### config.mk
export PLATFORM = sky130hd
export DESIGN_NAME = ttc_div
export DESIGN_NICKNAME = d
export VERILOG_FILES = /design/src/hdl/ttc_div.sv
export SDC_FILE = /design/constraint.sdc
export NUM_CORES = 1
export LEC_CHECK = 0
export BUFFER_PORTS_ARGS = -buffer_cell sky130_fd_sc_hd__buf_2
export CAP_MARGIN = 20
export CORE_UTILIZATION = 49
export CTS_CLUSTER_DIAMETER = 60
export DETAILED_ROUTE_END_ITERATION = 8
export PLACE_DENSITY = 0.73
export SLEW_MARGIN = 5
export SYNTH_ARGS = -nofsm -noshare
export SYNTH_HDL_FRONTEND = slang
export SYNTH_SLANG_ARGS = --single-unit
export TNS_END_PERCENT = 20
### constraint.sdc
create_clock -name i_clk -period 2.4 [get_ports i_clk]
set_input_delay 0.48 -clock i_clk [delete_from_list [all_inputs] [get_ports i_clk]]
set_output_delay 0.48 -clock i_clk [all_outputs]
set_load 0.05 [all_outputs]
### src/hdl/ttc_div.sv
// Restoring divider for the interpolation step, one quotient bit per cycle.
// Depends on nothing; signs are handled by the caller.
module ttc_div #(
    parameter int NUM_W = 36,
    parameter int DEN_W = 19
) (
    input  logic             i_clk,
    input  logic             i_rst_n,
    input  logic             i_start,
    input  logic [NUM_W-1:0] i_num,
    input  logic [DEN_W-1:0] i_den,
    output logic             o_done,
    output logic [NUM_W-1:0] o_quot
);
    localparam int CNT_W = $clog2(NUM_W + 1);
    logic [NUM_W-1:0] r_quot;
    logic [DEN_W:0]   r_rem;
    logic [DEN_W-1:0] r_den;
    logic [CNT_W-1:0] r_cnt;
    logic             r_busy;
    logic             r_done;
    logic [DEN_W:0]   n_shift;

    assign n_shift = {r_rem[DEN_W-1:0], r_quot[NUM_W-1]};

    // One shift and trial subtract each cycle.
    always_ff @(posedge i_clk) begin
        if (!i_rst_n) begin
            r_busy <= 1'b0;
            r_done <= 1'b0;
            r_cnt  <= '0;
        end else begin
            r_done <= 1'b0;
            if (i_start) begin
                r_busy <= 1'b1;
                r_quot <= i_num;
                r_den  <= i_den;
                r_rem  <= '0;
                r_cnt  <= CNT_W'(NUM_W);
            end else if (r_busy) begin
                if (n_shift >= {1'b0, r_den}) begin
                    r_rem  <= n_shift - {1'b0, r_den};
                    r_quot <= {r_quot[NUM_W-2:0], 1'b1};
                end else begin
                    r_rem  <= n_shift;
                    r_quot <= {r_quot[NUM_W-2:0], 1'b0};
                end
                r_cnt <= r_cnt - 1'b1;
                if (r_cnt == CNT_W'(1)) begin
                    r_busy <= 1'b0;
                    r_done <= 1'b1;
                end
            end
        end
    end

    assign o_done = r_done;
    assign o_quot = r_quot;
endmodule

* Yosys cells after proc, flatten, opt, wreduce, memory -nomap -nowiden
Index checks and enable logic that the tools add are counted.
** Operators by class
- $add $sub $neg :: 2
- Order comparisons :: 1
- Eq/ne operators :: 1
- Mux-type cells :: 11
- Bitwise operators :: 2
- Reduce and logical (&&, ||, !) cells :: 5
** Operator list (count)
- $mux 36 :: 2
- $mux 19 :: 2
- $ge 20x19->1 :: 1
- $sub 19x19->19 :: 1
- $mux 6 :: 2
- $eq 6x1->1 const B :: 1
- $sub 6x1->6 const B :: 1
- $mux 1 :: 5
- $reduce_and 2->1 :: 2
- $reduce_or 3->1 :: 1
- $not 1->1 :: 2
- $reduce_bool 2->1 :: 1
- $reduce_or 2->1 :: 1
** Storage, ports and cells
- Register bits :: 82
- Input port bits :: 58
- Output and inout bits :: 37
- Logic and storage cells :: 29

* Logic depth before layout (Yosys ltp)
Gate-level depths: netlist (run 1).
- Depth in word-level cells :: 4
- Mapped depth :: 11
- Depth with buffers taken out :: 10

* Least setup slack after synthesis (run 1)
OpenSTA, ideal clock, no wires.
- Path type :: register -> register
- Start point :: reg r_quot[35] (netlist: o_quot[35])
- End point :: reg r_rem[0] (data pin)
- Library setup time :: 0.256 ns
- Data arrival time :: 2.643 ns
- Data required time :: 2.144 ns
- Setup slack :: -0.499 ns
- Stages on the path, launching flop included :: 11
- Path buffers :: 1
- Period minus slack after synthesis :: 2.899 ns
- Cell sequence :: edfxtp_1 -> inv_1 -> ha_1 -> fa_1 -> nand2b_1 -> a211o_1 -> a211oi_1 -> or3_4 -> nand2_4 -> buf_8 -> a31o_2
** Between the ends
- Cells in the longest elaborated chain, start to end :: 3
- Elaborated cells between the ends (all ways) :: 4
- Those cells by class :: add/sub: 1; order compare: 1; mux: 2
** RTL lines
- start: declaration :: line 16 : logic [NUM_W-1:0] r_quot;
- start signal: assignment :: line 36 : r_quot <= i_num;
- start signal: assignment :: line 43 : r_quot <= {r_quot[NUM_W-2:0], 1'b1};
- start signal: assignment :: line 46 : r_quot <= {r_quot[NUM_W-2:0], 1'b0};
- $sub 19x19->19 or $ge 20x19->1 (tied branches) :: line 42, 41
- $mux 19 * :: line 41 : if (n_shift >= {1'b0, r_den}) begin
- $mux 19 * :: line 40 : end else if (r_busy) begin
- end signal: assignment :: line 42 : r_rem <= n_shift - {1'b0, r_den};
- end signal: assignment :: line 45 : r_rem <= n_shift;
- end: declaration :: line 17 : logic [DEN_W:0] r_rem;
Every way passes the cells marked *; elsewhere a longest branch is shown, timed or not. The select of a mux whose other input is x is not followed.
A chain may end at the register's enable or synchronous reset.

* Worst setup path after layout (run 1)
- Start point :: reg r_quot[35] (netlist: o_quot[35])
- End point :: reg r_rem[17] (data pin)
The elaborated chain is that of the path after synthesis.

==> results.txt, run 1 <==
Crit path launch type - flop
Non-filler cells, final - 632
Outcome - complete, but fails checks
Int Pwr - 2.68 mW
Clock slew at reported path FFs - 0.10 ns
Logic pwr share - 32.7%
Post-synth top area cell - edfxtp_1
Worst-Skew Late Latency - 0.36 ns
Setup Skew - 0.00923 ns
Initial Utilization - 50.6%
CP endpoint kind - flop
Syn Nets - 451
Minimum clock period - 2.52 ns
Leak Pwr - 2.42 nW
RSZ-0062 raised after global routing - yes
Max-Cap Viols - 0
Simple-gate share of the synthesized area - 11.3%
Pins over their slew limit - 0
Slew @ Worst Pin - 0.537 ns
Placed cell count - 608
First-pass GRT wire length - 16.4 mm
HPWL after DPL - 6.87 mm
Routed length per instance - 15.9 um
Met1 Use GR - 27.5%
Die Wd - 96.9 um
Switching Power - 1.35 mW
Antenna viol nets, final - 0
Worst Path Required - 2.52 ns
Peak VDD IR - 0.000425 V
Synth Warn # - 0
# DRC - 0
Cell Area, Placed - 0.00534 sq mm
Post-Synth XOR/XNOR Area - 2.78%
WS Path Type - reg -> reg
Yosys top cell area share - 50.4%
Syn Std Cell Area - 0.00441 sq mm
Synth Area in Adders - 6.41%
Clock group share of total power - 23.7%
Die area - 0.00938 sq mm
Grt met2 use - 35.9%
Synthesis-to-layout area growth - 31.0%
Slew HR - 64.2%
Total power draw - 4.03 mW
Fmax - 398 MHz
Post-synthesis register bit count - 82
Drt pass-1 iters - 5
Die Span Y - 96.9 um
Violated checks - negative setup slack
Top Ports - 95
Nets - 599
Hold/Removal Path Class - in -> reg
Final Cell Area - 0.00578 sq mm
Fillers - 663
Vias in the first global route - 3558
Asr flop ratio synth - 0%
WL final - 10.0 mm
Ratio of cells with drive above 1 in the final layout - 47.9%
Main combinational cell family by area after synthesis - compound AO/OA/AOI/OAI gates
Hold slack - 0.291 ns
Mean Syn Cell Area - 11.9 sq um
Initial DRC Count - 145
Seq/Total Area, Yosys - 54.0%
Largest net degree at the start of global routing - 48
Post-synth EDFFs - 74
Synth unique cells - 52
Global routing's busiest layer - met2
Total CTS buffers - 9
Htree depth - 3
Initial antenna violation count - 0
Cells after Synth - 371
# clock sinks - 82
Clk root buf - clkbuf_8
Post-synthesis mux area share - 8.94%
Ys flop type - edfxtp_1
Core Util, Final - 66.3%
Core region area - 0.00872 sq mm
Setup TNS - -0.998 ns
Clock Tree Buf Depth - 2
Final Setup Violations - 17
PwrDens - 697 mW/mm^2
Routed vias - 3467
Grt ovf - 0
GRT met3 Usage - 6.36%
Vias per cell - 5.49
Port bufs - 94
CTS tree - built
Fin crit share - 105%
Pre-CTS worst setup slack - -0.196 ns
Sequential power share - 43.6%
Worst Path Max Fanout - 6
Compound-gate portion of the synthesized area - 12.4%
Final hold vios - 0
Worst Path Arrival - 2.63 ns
Sw Share - 33.5%
Synth area leaders - edfxtp_1, mux2_2, ha_1
Antenna cells - 0
Setup ws final - -0.116 ns
Row count - 34
GRT Util Overall - 21.8%
# hold bufs at CTS - 0
Global placement routability congestion - 0.865
## power by group through the flow
stage	sequential, mW	clock (mW)	combinational [mW]
detailed placement	1.78	0	1.16
floorplan	1.92	0	0.656
global placement	1.78	0	1.13
finish	1.76	0.953	1.32
global route	1.77	1.02	1.42
CTS	1.76	0.978	1.26
## state kept, by name, indices dropped and copies added (netlist names)
signal	flops
o_quot	36
r_den	19
r_rem	19
r_cnt	6
o_done	1
r_busy	1
## placed cells by master (no fill, tap or decap), drive strengths merged, types with 10 or more instances in the layout
master	netlist	layout
mux2	35	35
ha	21	21
nor2	13	13
edfxtp	74	74
buf	8	147
nand2	38	40
a21oi	30	30
inv	26	30
xnor2	10	10
o21ai	13	13
## worst paths after layout
check | from | end | slack [ns] | cells after the start
worst max register to register | o_quot[35]$_DFFE_PP_ | r_rem[17]$_SDFFCE_PP0P_ | -0.12 | 10
worst min register to register | r_cnt[1]$_SDFFE_PP0P_ | r_cnt[1]$_SDFFE_PP0P_ | 0.49 | 2
worst min-delay path | i_den[6] | r_den[6]$_DFFE_PP_ | 0.29 | 1
worst max-delay path | o_quot[35]$_DFFE_PP_ | r_rem[17]$_SDFFCE_PP0P_ | -0.12 | 10
## synthesized netlist by cell type (2+ instances only)
cell,number
xnor2_1,10
nor3_1,6
o31ai_1,2
a21o_1,5
nand3_1,7
clkbuf_1,5
nor4_1,3
a31o_2,3
nand2b_1,5
or3_1,3
buf_6,3
buf_1,2
edfxtp_1,74
nor2_1,13
o21ai_0,12
and3_1,5
o211ai_1,3
a2111oi_0,2
nand2_1,37
nand3b_1,2
a21oi_1,28
and4_1,4
inv_1,26
and2_1,4
a21boi_0,3
xor2_1,4
mux2_2,35
nor2b_1,2
a211o_1,5
ha_1,21
dfxtp_1,8
a211oi_1,6
o21a_1,4
## final cells by class
type | count | area [sq um] | share of cell area [%]
Sequential cell | 82 | 2380 | 41.2
Multi-Input combinational cell | 253 | 2090 | 36.1
Timing Repair Buffer | 147 | 893 | 15.5
Tap cell | 108 | 135 | 2.34
Clock buffer | 9 | 124 | 2.14
Inverter | 26 | 97.6 | 1.69
Clock inverter | 7 | 58.8 | 1.02
## metal layers
metal  share of wire (%)  routed length [um]
met5                   0                   0
met4                 1.7                 172
met3                 6.9                 692
met2                  49                4940
met1                  42                4220
## cell families (layout without fill, tap and decap cells)
logic type	after synthesis	after routing
AOI/OAI and AO/OA	82	82
xor gates and xnor gates	14	14
adders and majority gates	22	22
buffers and inverters	39	189
DFF	82	82
muxes	35	35
and+or+nand+nor	97	100
## worst max-delay path, stage by stage (launching register included)
cell      delay, ns
edfxtp_1       0.35
inv_1          0.05
ha_2           0.19
fa_2           0.34
nand2b_4       0.15
a211o_1        0.30
a211oi_2       0.23
or3_4          0.25
nand2_8        0.09
and2_4         0.18
o21a_1         0.15
## repair_timing
| item | 4_1_cts | 5_1_grt |
|---|---|---|
| endpoints found under the setup margin | 20 | 20 |
| buffers inserted | 2 | 3 |
| gates resized for setup | 25 | 18 |
| pin swaps | 12 | 8 |
| cloned | 3 | 0 |
| endpoints found under the hold margin | 0 | 0 |
Power figures use the tool's default switching activity.
==> inputs of run 2 (changes only) <==
CORE_UTILIZATION = 45   (was 49)
PLACE_DENSITY = 0.68   (was 0.73)
==> run 2 against run 1 <==
  * The flow still finishes with violations (negative setup slack)
  * Die area rose by 8.7%
  * Sequential power hardly changed
  * Sequential share of layout area fell by 0.13 points
  * Clock power shrank 2%
  * Wire length increased by 0.55%
  * Final cell count rose by 3.2%
  * Combinational power about the same
  * Flip-flop and latch count did not move
  * Power decreased by 0.43%
  * Core utilization decreased by 4.4 points
  * Register-to-register slack hardly changed
  * Worst setup slack gained 0.013 ns
  * Highest routed layer unchanged
==> results.txt, run 2 (same netlist as run 1, synthesis figures left out) <==
Violated checks - negative setup slack
Setup Skew - 0.0153 ns
Largest register FFs - 36
WS Path Type - reg -> reg
Routed length per instance - 15.5 um
# DRC - 0
Peak VDD IR - 0.000454 V
Top Ports - 95
Drt pass-1 iters - 4
Worst-Skew Late Latency - 0.36 ns
Die Wd - 101 um
Worst r2r path cells - 10
Grt ovf - 0
Clock Tree Buf Depth - 2
Worst Path Arrival - 2.62 ns
Pins over their slew limit - 0
CP endpoint kind - flop
HPWL after DPL - 6.79 mm
Largest net degree at the start of global routing - 46
RSZ-0062 raised after global routing - yes
Die area - 0.0102 sq mm
Initial Utilization - 47.1%
Setup TNS - -1.02 ns
Htree depth - 3
Final Setup Violations - 18
Max-Cap Viols - 0
Row count - 35
Clk root buf - clkbuf_8
Initial antenna violation count - 0
# hold bufs at CTS - 0
Vias per cell - 5.24
Fmax - 400 MHz
Die Span Y - 101 um
Clock slew at reported path FFs - 0.09 ns
Nets - 598
Worst Path Required - 2.52 ns
Initial DRC Count - 130
Global placement routability congestion - 0.948
Worst Path Max Fanout - 9
Placed cell count - 627
WL final - 10.1 mm
Fin crit share - 104%
Routed vias - 3419
Crit path launch type - flop
Hold Crit Start - i_den[13]
Minimum clock period - 2.50 ns
GRT Util Overall - 20.6%
Non-filler cells, final - 652
Hold Path Cell Cnt - 1
CTS tree - built
Port bufs - 94
FF-to-FF setup slack - -0.10 ns
Endpoint, Worst Hold - r_den[13]$_DFFE_PP_
Synthesis-to-layout area growth - 31.4%
Worst r2r dst - r_rem[17]$_SDFFCE_PP0P_
First-pass GRT wire length - 16.1 mm
# clock sinks - 82
Ratio of cells with drive above 1 in the final layout - 47.6%
Hold slack - 0.287 ns
Slew HR - 69.1%
Fillers - 785
Vias in the first global route - 3567
Commonest non-fill, non-tap cell in the layout - buf_2
PwrDens - 692 mW/mm^2
Core region area - 0.00937 sq mm
Commonest non-fill, non-tap cells in the layout - buf_2, edfxtp_1, buf_4
Antenna cells - 0
Antenna viol nets, final - 0
Hold/Removal Path Class - in -> reg
Setup ws final - -0.103 ns
RR Startpoint - o_quot[35]$_DFFE_PP_
Leak Pwr - 2.40 nW
Outcome - complete, but fails checks
Total CTS buffers - 9
Final hold vios - 0
Slew @ Worst Pin - 0.451 ns
-- run 2: changes by cell type in the layout (fill, tap and decap cells not counted), sizes merged --
cell	change
clkinv	-2
clkbuf	+2
buf	-1
nand2	-1
inv	-1
clkinvlp	+2
-- run 2: timing repair --
action,4_1_cts,5_1_grt
setup endpoints to repair,20,20
hold endpoints to repair,0,0
pin swaps,15,8
cloned,2,1
buffers inserted,2,4
gates resized for setup,21,22
-- run 2: area by class of cell --
type / count / area, sq um / area share, %
clock inverter: 6 / 48.8 / 0.842
sequential: 82 / 2380 / 41.1
timing repair buffer: 147 / 918 / 15.8
multi-input combinational: 252 / 2060 / 35.5
tap: 129 / 161 / 2.78
inverter: 26 / 97.6 / 1.68
clock buffer: 10 / 128 / 2.20
-- run 2: power breakdown --
group          total, mW  switching (mW)  leakage, nW  internal, mW
combinational       1.31           0.722         1.55         0.589
sequential          1.76          0.0618        0.773          1.70
clock              0.938           0.550       0.0799         0.387
total               4.01            1.33         2.40          2.68
-- run 2: routing by layer --
layer	vias up	global-route usage (%)	wire length, um
met1	1627	25.3	4540
li1	1677	-	-
met2	105	34.6	4770
met4	0	7.02	116
met5	-	0	0
met3	10	6.10	655
-- run 2: how the worst max path moves through the flow --
stage,slack [ns],start,cells after the start,end
floorplan,-0.41,o_quot[35]$_DFFE_PP_,10,r_rem[0]$_SDFFCE_PP0P_
global placement,-0.12,r_den[0]$_DFFE_PP_,10,r_rem[12]$_SDFFCE_PP0P_
detailed placement,-0.20,r_rem[10]$_SDFFCE_PP0P_,9,r_rem[9]$_SDFFCE_PP0P_
CTS,-0.11,o_quot[35]$_DFFE_PP_,10,r_rem[17]$_SDFFCE_PP0P_
global route,-0.20,o_quot[35]$_DFFE_PP_,10,r_rem[17]$_SDFFCE_PP0P_
finish,-0.10,o_quot[35]$_DFFE_PP_,10,r_rem[17]$_SDFFCE_PP0P_
-- run 2: per-stage QoR --
stage | area, sq um | setup WS, ns | total power [mW] | util (%)
detailed placement | 5350 | -0.200 | 2.93 | 57.1
floorplan | 4440 | -0.407 | 2.57 | -
global route | 5800 | -0.202 | 4.19 | 61.9
global placement | 5350 | -0.123 | 2.90 | 57.1
finish | 5800 | -0.103 | 4.01 | 61.9
CTS | 5660 | -0.105 | 3.93 | 60.4
-- run 2: critical path, cell delays in order (launching register included) --
cell and delay (ns):
edfxtp_1 0.35, inv_1 0.05, ha_2 0.20, fa_2 0.34, nand2b_4 0.15, a211o_1 0.29
a211oi_2 0.23, or3_4 0.24, nand2_8 0.11, and2_4 0.16, o21a_1 0.16
